`src/design/scf_pkg.sv`:
```
`default_nettype none
// ---------------------------------------------------------------------------
// scf_pkg
// Types and constants shared by the sysex chunk framer and its channels.
// ---------------------------------------------------------------------------
package scf_pkg;

   localparam int unsigned DATA_W = 8;
   localparam int unsigned SIZE_W = 13;
   localparam int unsigned FILL_W = 12;

   localparam logic [DATA_W-1:0] START_BYTE = 8'hF0;
   localparam logic [DATA_W-1:0] END_BYTE   = 8'hF7;
   localparam logic [SIZE_W-1:0] MAX_CHUNK  = 13'd4096;
   localparam logic [SIZE_W-1:0] MIN_CHUNK  = 13'd1;
   localparam logic [SIZE_W-1:0] RESET_CHUNK = 13'd256;

   typedef enum logic [2:0] {
      PHASE_START = 3'b001,
      PHASE_DATA  = 3'b010,
      PHASE_END   = 3'b100
   } phase_type;

endpackage : scf_pkg
`default_nettype wire

```
`src/design/scf_req_if.sv`:
```
`default_nettype none
// ---------------------------------------------------------------------------
// scf_req_if
// Payload byte channel: one sysex payload byte per transaction.
// ---------------------------------------------------------------------------
interface scf_req_if
   import scf_pkg::*;
   ();
   logic              valid;
   logic              ready;
   logic [DATA_W-1:0] data_byte;
   logic              end_of_message;

   modport source (output valid, output data_byte, output end_of_message, input ready);
   modport sink   (input valid, input data_byte, input end_of_message, output ready);
endinterface : scf_req_if
`default_nettype wire

```
`src/design/scf_rsp_if.sv`:
```
`default_nettype none
// ---------------------------------------------------------------------------
// scf_rsp_if
// Framed byte channel: one framed byte with chunk and message marks.
// ---------------------------------------------------------------------------
interface scf_rsp_if
   import scf_pkg::*;
   ();
   logic              valid;
   logic              ready;
   logic [DATA_W-1:0] out_byte;
   logic              chunk_last;
   logic              last_of_message;

   modport source (output valid, output out_byte, output chunk_last,
                   output last_of_message, input ready);
   modport sink   (input valid, input out_byte, input chunk_last,
                   input last_of_message, output ready);
endinterface : scf_rsp_if
`default_nettype wire

```
`src/design/sysex_chunk_framer_unit.sv`:
```
`default_nettype none
// ---------------------------------------------------------------------------
// sysex_chunk_framer_unit
// Frames sysex payload bytes with 0xF0/0xF7 and cuts the stream into chunks.
// ---------------------------------------------------------------------------
// One framed byte leaves per cycle unless the receiver stalls. A payload byte
// in mid-message gives that byte alone; the first byte of a message gives
// 0xF0, then the byte, the last gives the byte, then 0xF7, and a one-byte
// message gives 0xF0, the byte, 0xF7. A holding register in front of the
// single output register takes the next transaction in the same cycle that
// the current one sends its final byte. The user writes chunk_size through
// csr_wr_en/csr_wr_data only while the block is idle; no check enforces it.
module sysex_chunk_framer_unit
   import scf_pkg::*;
(
   input  wire logic              clock,
   input  wire logic              reset,
   scf_req_if.sink                req,
   scf_rsp_if.source              rsp,
   input  wire logic              csr_wr_en,
   input  wire logic [SIZE_W-1:0] csr_wr_data
);

   logic [SIZE_W-1:0] chunk_size_ff;
   logic              in_message_ff, in_message_in;
   logic [FILL_W-1:0] chunk_fill_ff, chunk_fill_in;

   logic              hold_valid_ff, hold_valid_in;
   logic [DATA_W-1:0] hold_byte_ff;
   logic              hold_eom_ff;
   phase_type         phase_ff, phase_in;

   logic              out_valid_ff, out_valid_in;
   logic [DATA_W-1:0] out_byte_ff, out_byte_in;
   logic              out_close_ff, out_close_in;
   logic              out_eom_ff, out_eom_in;

   logic              advance;
   logic              hold_done;
   logic              accept;
   logic [SIZE_W-1:0] eff_size;
   logic [SIZE_W-1:0] fill_next;

   // effective chunk size, clamped to 1..4096
   always_comb begin
      if (chunk_size_ff == '0) begin
         eff_size = MIN_CHUNK;
      end else if (chunk_size_ff > MAX_CHUNK) begin
         eff_size = MAX_CHUNK;
      end else begin
         eff_size = chunk_size_ff;
      end
   end

   assign advance   = hold_valid_ff && (!out_valid_ff || rsp.ready);
   assign hold_done = advance && ((phase_ff == PHASE_DATA && !hold_eom_ff) ||
                                  (phase_ff == PHASE_END));
   assign req.ready = !hold_valid_ff || hold_done;
   assign accept    = req.valid && req.ready;
   assign fill_next = {1'b0, chunk_fill_ff} + SIZE_W'(1);

   always_comb begin
      in_message_in = in_message_ff;
      chunk_fill_in = chunk_fill_ff;
      out_valid_in  = out_valid_ff && !rsp.ready;
      out_byte_in   = out_byte_ff;
      out_close_in  = out_close_ff;
      out_eom_in    = out_eom_ff;
      phase_in      = phase_ff;
      hold_valid_in = hold_valid_ff && !hold_done;

      if (advance) begin
         out_valid_in = 1'b1;
         out_eom_in   = 1'b0;
         case (phase_ff)
            PHASE_START: begin
               out_byte_in   = START_BYTE;
               in_message_in = 1'b1;
               phase_in      = PHASE_DATA;
            end
            PHASE_DATA: begin
               out_byte_in = hold_byte_ff;
               phase_in    = PHASE_END;
            end
            PHASE_END: begin
               out_byte_in   = END_BYTE;
               out_eom_in    = 1'b1;
               in_message_in = 1'b0;
            end
            default: begin
               out_byte_in = hold_byte_ff;
            end
         endcase
         out_close_in = (phase_ff == PHASE_END) || (fill_next >= eff_size);
         if (out_close_in) begin
            chunk_fill_in = '0;
         end else begin
            chunk_fill_in = fill_next[FILL_W-1:0];
         end
      end

      if (accept) begin
         hold_valid_in = 1'b1;
         phase_in      = in_message_in ? PHASE_DATA : PHASE_START;
      end
   end

   always_ff @(posedge clock) begin
      if (reset) begin
         chunk_size_ff <= RESET_CHUNK;
         in_message_ff <= 1'b0;
         chunk_fill_ff <= '0;
         hold_valid_ff <= 1'b0;
         phase_ff      <= PHASE_START;
         out_valid_ff  <= 1'b0;
      end else begin
         if (csr_wr_en) begin
            chunk_size_ff <= csr_wr_data;
         end
         in_message_ff <= in_message_in;
         chunk_fill_ff <= chunk_fill_in;
         hold_valid_ff <= hold_valid_in;
         phase_ff      <= phase_in;
         out_valid_ff  <= out_valid_in;
      end
   end

   // payload registers
   always_ff @(posedge clock) begin
      if (accept) begin
         hold_byte_ff <= req.data_byte;
         hold_eom_ff  <= req.end_of_message;
      end
      out_byte_ff  <= out_byte_in;
      out_close_ff <= out_close_in;
      out_eom_ff   <= out_eom_in;
   end

   assign rsp.valid           = out_valid_ff;
   assign rsp.out_byte        = out_byte_ff;
   assign rsp.chunk_last      = out_close_ff;
   assign rsp.last_of_message = out_eom_ff;

endmodule : sysex_chunk_framer_unit
`default_nettype wire

```
`src/flat_wrapper.sv`:
```
// flat-port wrapper written by rule: the top's interface ports become plain ports
module sysex_chunk_framer_unit_flat import scf_pkg::*;
  (clock, reset, csr_wr_en, csr_wr_data, req_valid, req_data_byte, req_end_of_message, req_ready, rsp_valid, rsp_out_byte, rsp_chunk_last, rsp_last_of_message, rsp_ready);
  scf_req_if req_i ();
  scf_rsp_if rsp_i ();
  input  wire logic clock;
  input  wire logic reset;
  input  wire logic csr_wr_en;
  input  wire logic [SIZE_W-1:0] csr_wr_data;
  input wire logic [$bits(req_i.valid)-1:0] req_valid;
  input wire logic [$bits(req_i.data_byte)-1:0] req_data_byte;
  input wire logic [$bits(req_i.end_of_message)-1:0] req_end_of_message;
  output wire logic [$bits(req_i.ready)-1:0] req_ready;
  output wire logic [$bits(rsp_i.valid)-1:0] rsp_valid;
  output wire logic [$bits(rsp_i.out_byte)-1:0] rsp_out_byte;
  output wire logic [$bits(rsp_i.chunk_last)-1:0] rsp_chunk_last;
  output wire logic [$bits(rsp_i.last_of_message)-1:0] rsp_last_of_message;
  input wire logic [$bits(rsp_i.ready)-1:0] rsp_ready;
  assign req_i.valid = req_valid;
  assign req_i.data_byte = req_data_byte;
  assign req_i.end_of_message = req_end_of_message;
  assign req_ready = req_i.ready;
  assign rsp_valid = rsp_i.valid;
  assign rsp_out_byte = rsp_i.out_byte;
  assign rsp_chunk_last = rsp_i.chunk_last;
  assign rsp_last_of_message = rsp_i.last_of_message;
  assign rsp_i.ready = rsp_ready;
  sysex_chunk_framer_unit u_core (.clock(clock), .reset(reset), .req(req_i), .rsp(rsp_i), .csr_wr_en(csr_wr_en), .csr_wr_data(csr_wr_data));
endmodule
```
`config.mk`:
```
export PLATFORM = sky130hd
export DESIGN_NAME = sysex_chunk_framer_unit_flat
export DESIGN_NICKNAME = d
export VERILOG_FILES = /design/src/design/scf_pkg.sv /design/src/design/scf_req_if.sv /design/src/design/scf_rsp_if.sv /design/src/design/sysex_chunk_framer_unit.sv /design/src/flat_wrapper.sv
export SDC_FILE = /design/constraint.sdc
export NUM_CORES = 1
export LEC_CHECK = 0
export BUFFER_PORTS_ARGS = -buffer_cell sky130_fd_sc_hd__clkbuf_2
export CORE_ASPECT_RATIO = 1.75
export CORE_UTILIZATION = 56
export DETAILED_ROUTE_END_ITERATION = 8
export GPL_TIMING_DRIVEN = 1
export HOLD_SLACK_MARGIN = 0.03
export PLACE_DENSITY = 0.79
export SKIP_CTS_REPAIR_TIMING = 1
export SLEW_MARGIN = 20
export SYNTH_ARGS = -nofsm -noshare
export SYNTH_HDL_FRONTEND = slang
export SYNTH_SLANG_ARGS = --single-unit
```
`constraint.sdc`:
```
create_clock -name clock -period 4 [get_ports clock]
set_input_delay 0.8 -clock clock [delete_from_list [all_inputs] [get_ports clock]]
set_output_delay 0.8 -clock clock [all_outputs]
set_load 0.01 [all_outputs]
```
==> impl_metrics.py, run 1 <==
metrics = {
    "synthesis": {
        "synth_fp_nets": 281,
        "ys_ff_latch": 50,
        "synth_xor_area_frac": 0.0392,
        "synth_ff_type": "dfxtp_1",
        "synth_top_family_by_area": "simple AND/OR/NAND/NOR gates",
        "synth-compound-area-share": 0.124,
        "syn_inst": 240,
        "yosys_warnings": 0,
        "synth_seq_area_share": 0.485,
        "async_flop_share": 0,
        "synth_cell_type_count": 44,
        "synthesis.area_um2": 2450,
        "synthSimpleGateAreaFrac": 0.168,
        "synth-edff-count": 19,
        "avgSynthCellArea_um2": 10.2,
        "synthMuxAreaShare": 0.0530,
        "synthAdderAreaFrac": 0.0714,
    },
    "grt": {
        "grt_max_degree": 21,
        "grt-ovfl-total": 0,
        "track_usage": 0.207,
        "antenna_found_initial": 0,
        "grt_pass1_vias": 1701,
        "grt_pass1_wl_um": 7070,
    },
    "sta": {
        "setup-tns-final_ns": 0,
        "finalCriticalPeriod_ns": 3.47,
        "worst_slew_pin_slew_ns": 0.771,
        "slew-limit-headroom": 0.484,
        "grt_setup_unrepaired": "false",
        "finalCritPeriodShare": 0.868,
        "skew_ns": 0.00426,
        "finalHoldViolCount": 0,
        "slew_violations": 0,
        "finalSetupViolations": 0,
        "fmax_mhz": 288,
    },
    "floorplan": {
        "dieArea_um2": 4660,
        "core_um2": 4150,
        "start_util": 0.591,
        "rows": 31,
        "ios": 39,
        "die-width_um": 52.1,
        "die_h_um": 89.6,
    },
    "placed_design": {
        "dp.final_hpwl_um": 3330,
        "io_buffers": 38,
        "place_area_um2": 2630,
        "place.gp.congestion": 0.867,
    },
    "job": {
        "cap_viol_max_count": 0,
    },
    "critical_path": {
        "crit_path_end_kind": "register",
        "start_kind": "register",
        "critical_path.max_stage_delay_ns": 0.45,
        "critPathMaxFanout": 12,
        "crit_path_top_delay_cell": "nand4b_2",
        "cpMostUsedCell": "ha_1",
        "cp.arrival_ns": 3.69,
        "cp.required_ns": 4.22,
        "criticalPathCategory": "register to register",
        "crit_path_cell_trace": "ha_1 > nand3_1 > nor2_1 > and4_2 > xnor2_1 > inv_1 > ha_1 > and3_2 > o2111a_2 > a2111oi_4 > nand4b_2 > o21ai_0",
    },
    "clock_network": {
        "clock-sinks": 50,
        "clk_path_buf_depth": 2,
        "htreeDepth": 2,
        "worstSkewPairLatency_ns": 0.30,
        "cts-root-buf": "clkbuf_8",
        "cts.clk_slew.worst_paths_ns": 0.09,
        "cts_tree": "built",
        "cts_made_buffers": 5,
    },
    "drt": {
        "first_iter_violations": 49,
        "drc_errors": 0,
        "wl_per_cell_um": 13.6,
        "vias": 1776,
        "viasPerCell": 5.48,
        "wirelength_um": 4400,
        "dr.pass1.iters": 4,
        "ant_nets": 0,
    },
    "cells_and_area": {
        "final_area_um2": 2710,
        "nNetsFinal": 315,
        "n_antenna_cell": 0,
        "drive_above_1_share": 0.255,
        "area_growth_pct": 10.4,
    },
    "power": {
        "peakVddDrop_uv": 366,
        "power.density_nw_per_um2": 365,
        "leakagePower_nw": 1.22,
    },
    "min_path": {
        "worstHoldPathType": "register to register",
    },
    "status": {
        "status": "complete, no violations",
    },
}
final cells by class:
class / count / area, µm²
clock inverters: 1 / 7.51
well taps: 49 / 61.3
inverters: 17 / 63.8
multi-input cells: 162 / 1120
repair buffers: 38 / 190
clock buffers: 7 / 76.3
fillers: 338 / 1440
flip-flops and latches: 50 / 1190
per-layer routing:
metal | global-route usage | wire [µm] | vias up
met1 | 0.208 | 1750 | 850
li1 | - | - | 892
met4 | 0.0737 | 52 | 0
met2 | 0.395 | 2480 | 30
met5 | 0 | 0 | -
met3 | 0.0556 | 118 | 4
cell usage in the layout, fill, tap and decap left out, types with 3 or more instances in the layout:
cell type | netlist | final
o21ai_0 | 13 | 13
nor2_1 | 23 | 23
dfxtp_1 | 31 | 31
mux2i_1 | 13 | 13
xor2_1 | 5 | 5
xnor2_1 | 6 | 6
clkbuf_8 | 1 | 5
inv_1 | 17 | 17
nor2b_1 | 3 | 3
a31o_2 | 3 | 3
o21ai_2 | 10 | 10
a21oi_1 | 5 | 5
clkbuf_2 | 0 | 38
nand2_1 | 31 | 31
ha_1 | 14 | 14
edfxtp_1 | 19 | 19
or2_2 | 4 | 4
nand3_1 | 5 | 5
critical path: cells and delay by family, from the launching register on:
| kind | cells | cell delay, ns |
|---|---|---|
| xor gates and xnor gates | 1 | 0.16 |
| and+or+nand+nor | 5 | 1.31 |
| adders and majority gates | 2 | 0.52 |
| DFF | 1 | 0.44 |
| AOI/OAI and AO/OA | 3 | 0.88 |
| buffers and inverters | 1 | 0.07 |
cell families (layout without fill, tap and decap cells):
| kind of cell | Yosys count | after routing |
|---|---|---|
| multiplexers | 13 | 13 |
| buffers and inverters | 28 | 63 |
| XOR/XNOR | 11 | 11 |
| flip-flops | 50 | 50 |
| adder cells (fa/ha/maj) | 14 | 14 |
| AO/OA/AOI/OAI | 41 | 41 |
| AND/OR/NAND/NOR | 83 | 83 |
cell usage after synthesis (2+ instances only):
| cell type | count | area, µm² |
|---|---|---|
| dfxtp_1 | 31 | 621 |
| nand2_1 | 31 | 116 |
| nor2_1 | 23 | 86.3 |
| edfxtp_1 | 19 | 571 |
| inv_1 | 17 | 63.8 |
| ha_1 | 14 | 175 |
| mux2i_1 | 13 | 130 |
| o21ai_0 | 13 | 65.1 |
| o21ai_2 | 10 | 87.6 |
| xnor2_1 | 6 | 52.6 |
| a21oi_1 | 5 | 25.0 |
| nand3_1 | 5 | 25.0 |
| xor2_1 | 5 | 43.8 |
| clkbuf_1 | 4 | 15.0 |
| or2_2 | 4 | 25.0 |
| a31o_2 | 3 | 26.3 |
| nor2b_1 | 3 | 18.8 |
| a211oi_1 | 2 | 15.0 |
| and2_2 | 2 | 15.0 |
| and3_1 | 2 | 12.5 |
| and4_2 | 2 | 20.0 |
| buf_6 | 2 | 22.5 |
| nand4_1 | 2 | 12.5 |
| nor4_1 | 2 | 12.5 |
metrics by stage:
stage / cells / setup slack [ns] / util / total power, mW / hold WS, ns
final: 324 / 0.528 / 0.653 / 0.989 / 0.465
after global routing: 324 / 0.294 / 0.653 / 1.03 / 0.501
after CTS: 324 / 0.543 / 0.653 / 0.998 / 0.469
after detailed placement: 316 / 0.567 / 0.633 / 0.719 / 0.452
after global placement: 316 / 0.719 / 0.633 / 0.715 / 0.439
after floorplan: 240 / 1.18 / - / 0.685 / 0.429
power breakdown:
group          switching, mW  internal (mW)
Clock                  0.158          0.124
Combinational         0.0683         0.0559
Sequential            0.0220          0.561
Total                  0.248          0.741
flip-flops by register name (all words and copies together), names as in the netlist:
signal / flops
u_core.chunk_fill_ff: 12
u_core.rsp.out_byte: 8
u_core.hold_byte_ff: 8
u_core.hold_eom_ff: 1
u_core.rsp.last_of_message: 1
u_core.chunk_size_ff: 13
u_core.phase_ff: 3
u_core.in_message_ff: 1
u_core.rsp.valid: 1
u_core.rsp.chunk_last: 1
u_core.hold_valid_ff: 1
worst paths after layout:
path | cells after the start | slack (ns) | start | endpoint
max | 12 | 0.53 | u_core.chunk_fill_ff[0] | u_core.chunk_fill_ff[10]
min | 2 | 0.46 | u_core.chunk_fill_ff[4] | u_core.chunk_fill_ff[4]
max reg2reg | 12 | 0.53 | u_core.chunk_fill_ff[0] | u_core.chunk_fill_ff[10]
min reg2reg | 2 | 0.46 | u_core.chunk_fill_ff[4] | u_core.chunk_fill_ff[4]
No activity file was read; power rests on OpenSTA's default activity.
==> run 2: changes to the inputs <==
Settings changed: PLACE_DENSITY 0.79 to 0.76.
==> run 2 against run 1 <==
Against the previous run: clock skew decreased by 0.00052 ns; combinational power about the same; total power increased by 8.1%; register-to-register slack improved by 0.07 ns; cell count unchanged; clock power increased by 30%; sequential power about the same; critical endpoint is now u_core.chunk_fill_ff[9].
==> impl_metrics.py, run 2 (synthesis gave the netlist of run 1 again) <==
metrics = {
    "status": {
        "status": "complete, no violations",
    },
    "floorplan": {
        "die_h_um": 89.6,
        "rows": 31,
        "die-width_um": 52.1,
        "start_util": 0.591,
        "dieArea_um2": 4660,
        "ios": 39,
        "core_um2": 4150,
    },
    "cells_and_area": {
        "area_growth_pct": 11.7,
        "n_antenna_cell": 0,
        "layout_common_cells": "clkbuf_2, nand2_1, dfxtp_1",
        "num-fill-cells": 352,
        "final_area_um2": 2740,
        "final_common_cell": "clkbuf_2",
        "regMostFlops": "u_core.chunk_size_ff",
        "nNetsFinal": 315,
        "utilization": 0.661,
        "largest_register_ffs": 13,
        "drive_above_1_share": 0.262,
        "reg.largest.list": "u_core.chunk_size_ff x13, u_core.chunk_fill_ff x12",
    },
    "grt": {
        "grt_pass1_vias": 1641,
        "top_usage_layer": "met2",
        "grt_pass1_wl_um": 7200,
        "grt-ovfl-total": 0,
        "use_met3": 0.0471,
        "grt_max_degree": 21,
        "track_usage": 0.213,
        "met1_usage": 0.210,
        "grt_util_met2": 0.417,
        "antenna_found_initial": 0,
    },
    "job": {
        "cap_viol_max_count": 0,
    },
    "sta": {
        "worst_slew_pin_slew_ns": 0.756,
        "finalCriticalPeriod_ns": 3.40,
        "skew_ns": 0.00374,
        "slew-limit-headroom": 0.494,
        "grt_setup_unrepaired": "false",
        "fmax_mhz": 294,
        "finalHoldViolCount": 0,
        "setup-tns-final_ns": 0,
        "slew_violations": 0,
        "finalCritPeriodShare": 0.849,
        "finalSetupViolations": 0,
    },
    "power": {
        "leakagePower_nw": 1.24,
        "p_sw_mw": 0.262,
        "switching_share": 0.245,
        "power.density_nw_per_um2": 390,
        "p_comb_frac": 0.114,
        "power_mw": 1.07,
        "pwr-share-seq": 0.546,
        "power_frac_clock": 0.340,
        "p_int_mw": 0.807,
        "peakVddDrop_uv": 355,
    },
    "critical_path": {
        "cp.arrival_ns": 3.62,
        "start_kind": "register",
        "crit_path_end_kind": "register",
        "cp.required_ns": 4.22,
        "criticalPathCategory": "register to register",
        "critPathMaxFanout": 12,
        "r2r_slack_ns": 0.60,
    },
    "drt": {
        "drc_errors": 0,
        "wl_per_cell_um": 13.1,
        "viasPerCell": 5.37,
        "dr.pass1.iters": 4,
        "wirelength_um": 4240,
        "vias": 1741,
        "ant_nets": 0,
        "first_iter_violations": 28,
    },
    "placed_design": {
        "place.gp.congestion": 0.816,
        "io_buffers": 38,
        "dp.final_hpwl_um": 3360,
        "place_area_um2": 2630,
    },
    "clock_network": {
        "htreeDepth": 2,
        "cts.clk_slew.worst_paths_ns": 0.09,
        "cts-root-buf": "clkbuf_8",
        "clk_path_buf_depth": 2,
        "cts_tree": "built",
        "cts_made_buffers": 5,
        "worstSkewPairLatency_ns": 0.30,
        "clock-sinks": 50,
    },
    "min_path": {
        "worstHoldPathType": "register to register",
    },
}
==> run 2: power by group through the flow <==
stage | sequential, mW | clock (mW) | combinational [mW]
2_1_floorplan | 0.589 | 0 | 0.0967
3_3_place_gp | 0.594 | 0 | 0.122
3_5_place_dp | 0.595 | 0 | 0.124
4_1_cts | 0.583 | 0.372 | 0.125
5_1_grt | 0.587 | 0.393 | 0.140
6_report | 0.583 | 0.364 | 0.122
==> run 2: through the flow <==
step	setup WS (ns)	hold slack, ns	cells
detailed placement	0.617	0.453	316
floorplan	1.18	0.429	240
finish	0.602	0.466	324
CTS	0.583	0.471	324
global route	0.308	0.479	324
global placement	0.741	0.437	316
==> run 2: routing by layer <==
metal | routed length [µm] | share of wire | vias up
li1 | - | - | 896
met1 | 1600 | 0.38 | 817
met2 | 2460 | 0.58 | 23
met3 | 121 | 0.029 | 5
met4 | 61 | 0.014 | 0
met5 | 0 | 0 | -
==> run 2: final cells by class <==
class	instances	area, µm²	share of cell area
clock buffers	5	68.8	0.0251
inverters	17	63.8	0.0233
flip-flops and latches	50	1190	0.434
repair buffers	38	190	0.0693
clock inverters	3	47.5	0.0173
multi-input cells	162	1120	0.408
well taps	49	61.3	0.0224
==> run 2: path summary, 6_finish.rpt <==
kind,to,depth (start not counted),startpoint
min reg2reg,u_core.chunk_fill_ff[4],2,u_core.chunk_fill_ff[4]
min,u_core.chunk_fill_ff[4],2,u_core.chunk_fill_ff[4]
max,u_core.chunk_fill_ff[9],12,u_core.chunk_fill_ff[0]
max reg2reg,u_core.chunk_fill_ff[9],12,u_core.chunk_fill_ff[0]
==> run 2: worst max-delay path, stage by stage, from the launching register on <==
cell       delay, ns
dfxtp_1         0.44
ha_1            0.22
nand3_1         0.12
nor2_1          0.25
and4_2          0.27
xnor2_1         0.15
inv_1           0.08
ha_1            0.31
and3_2          0.19
o2111a_2        0.17
a2111oi_4       0.38
nand4b_2        0.44
o21ai_0         0.29
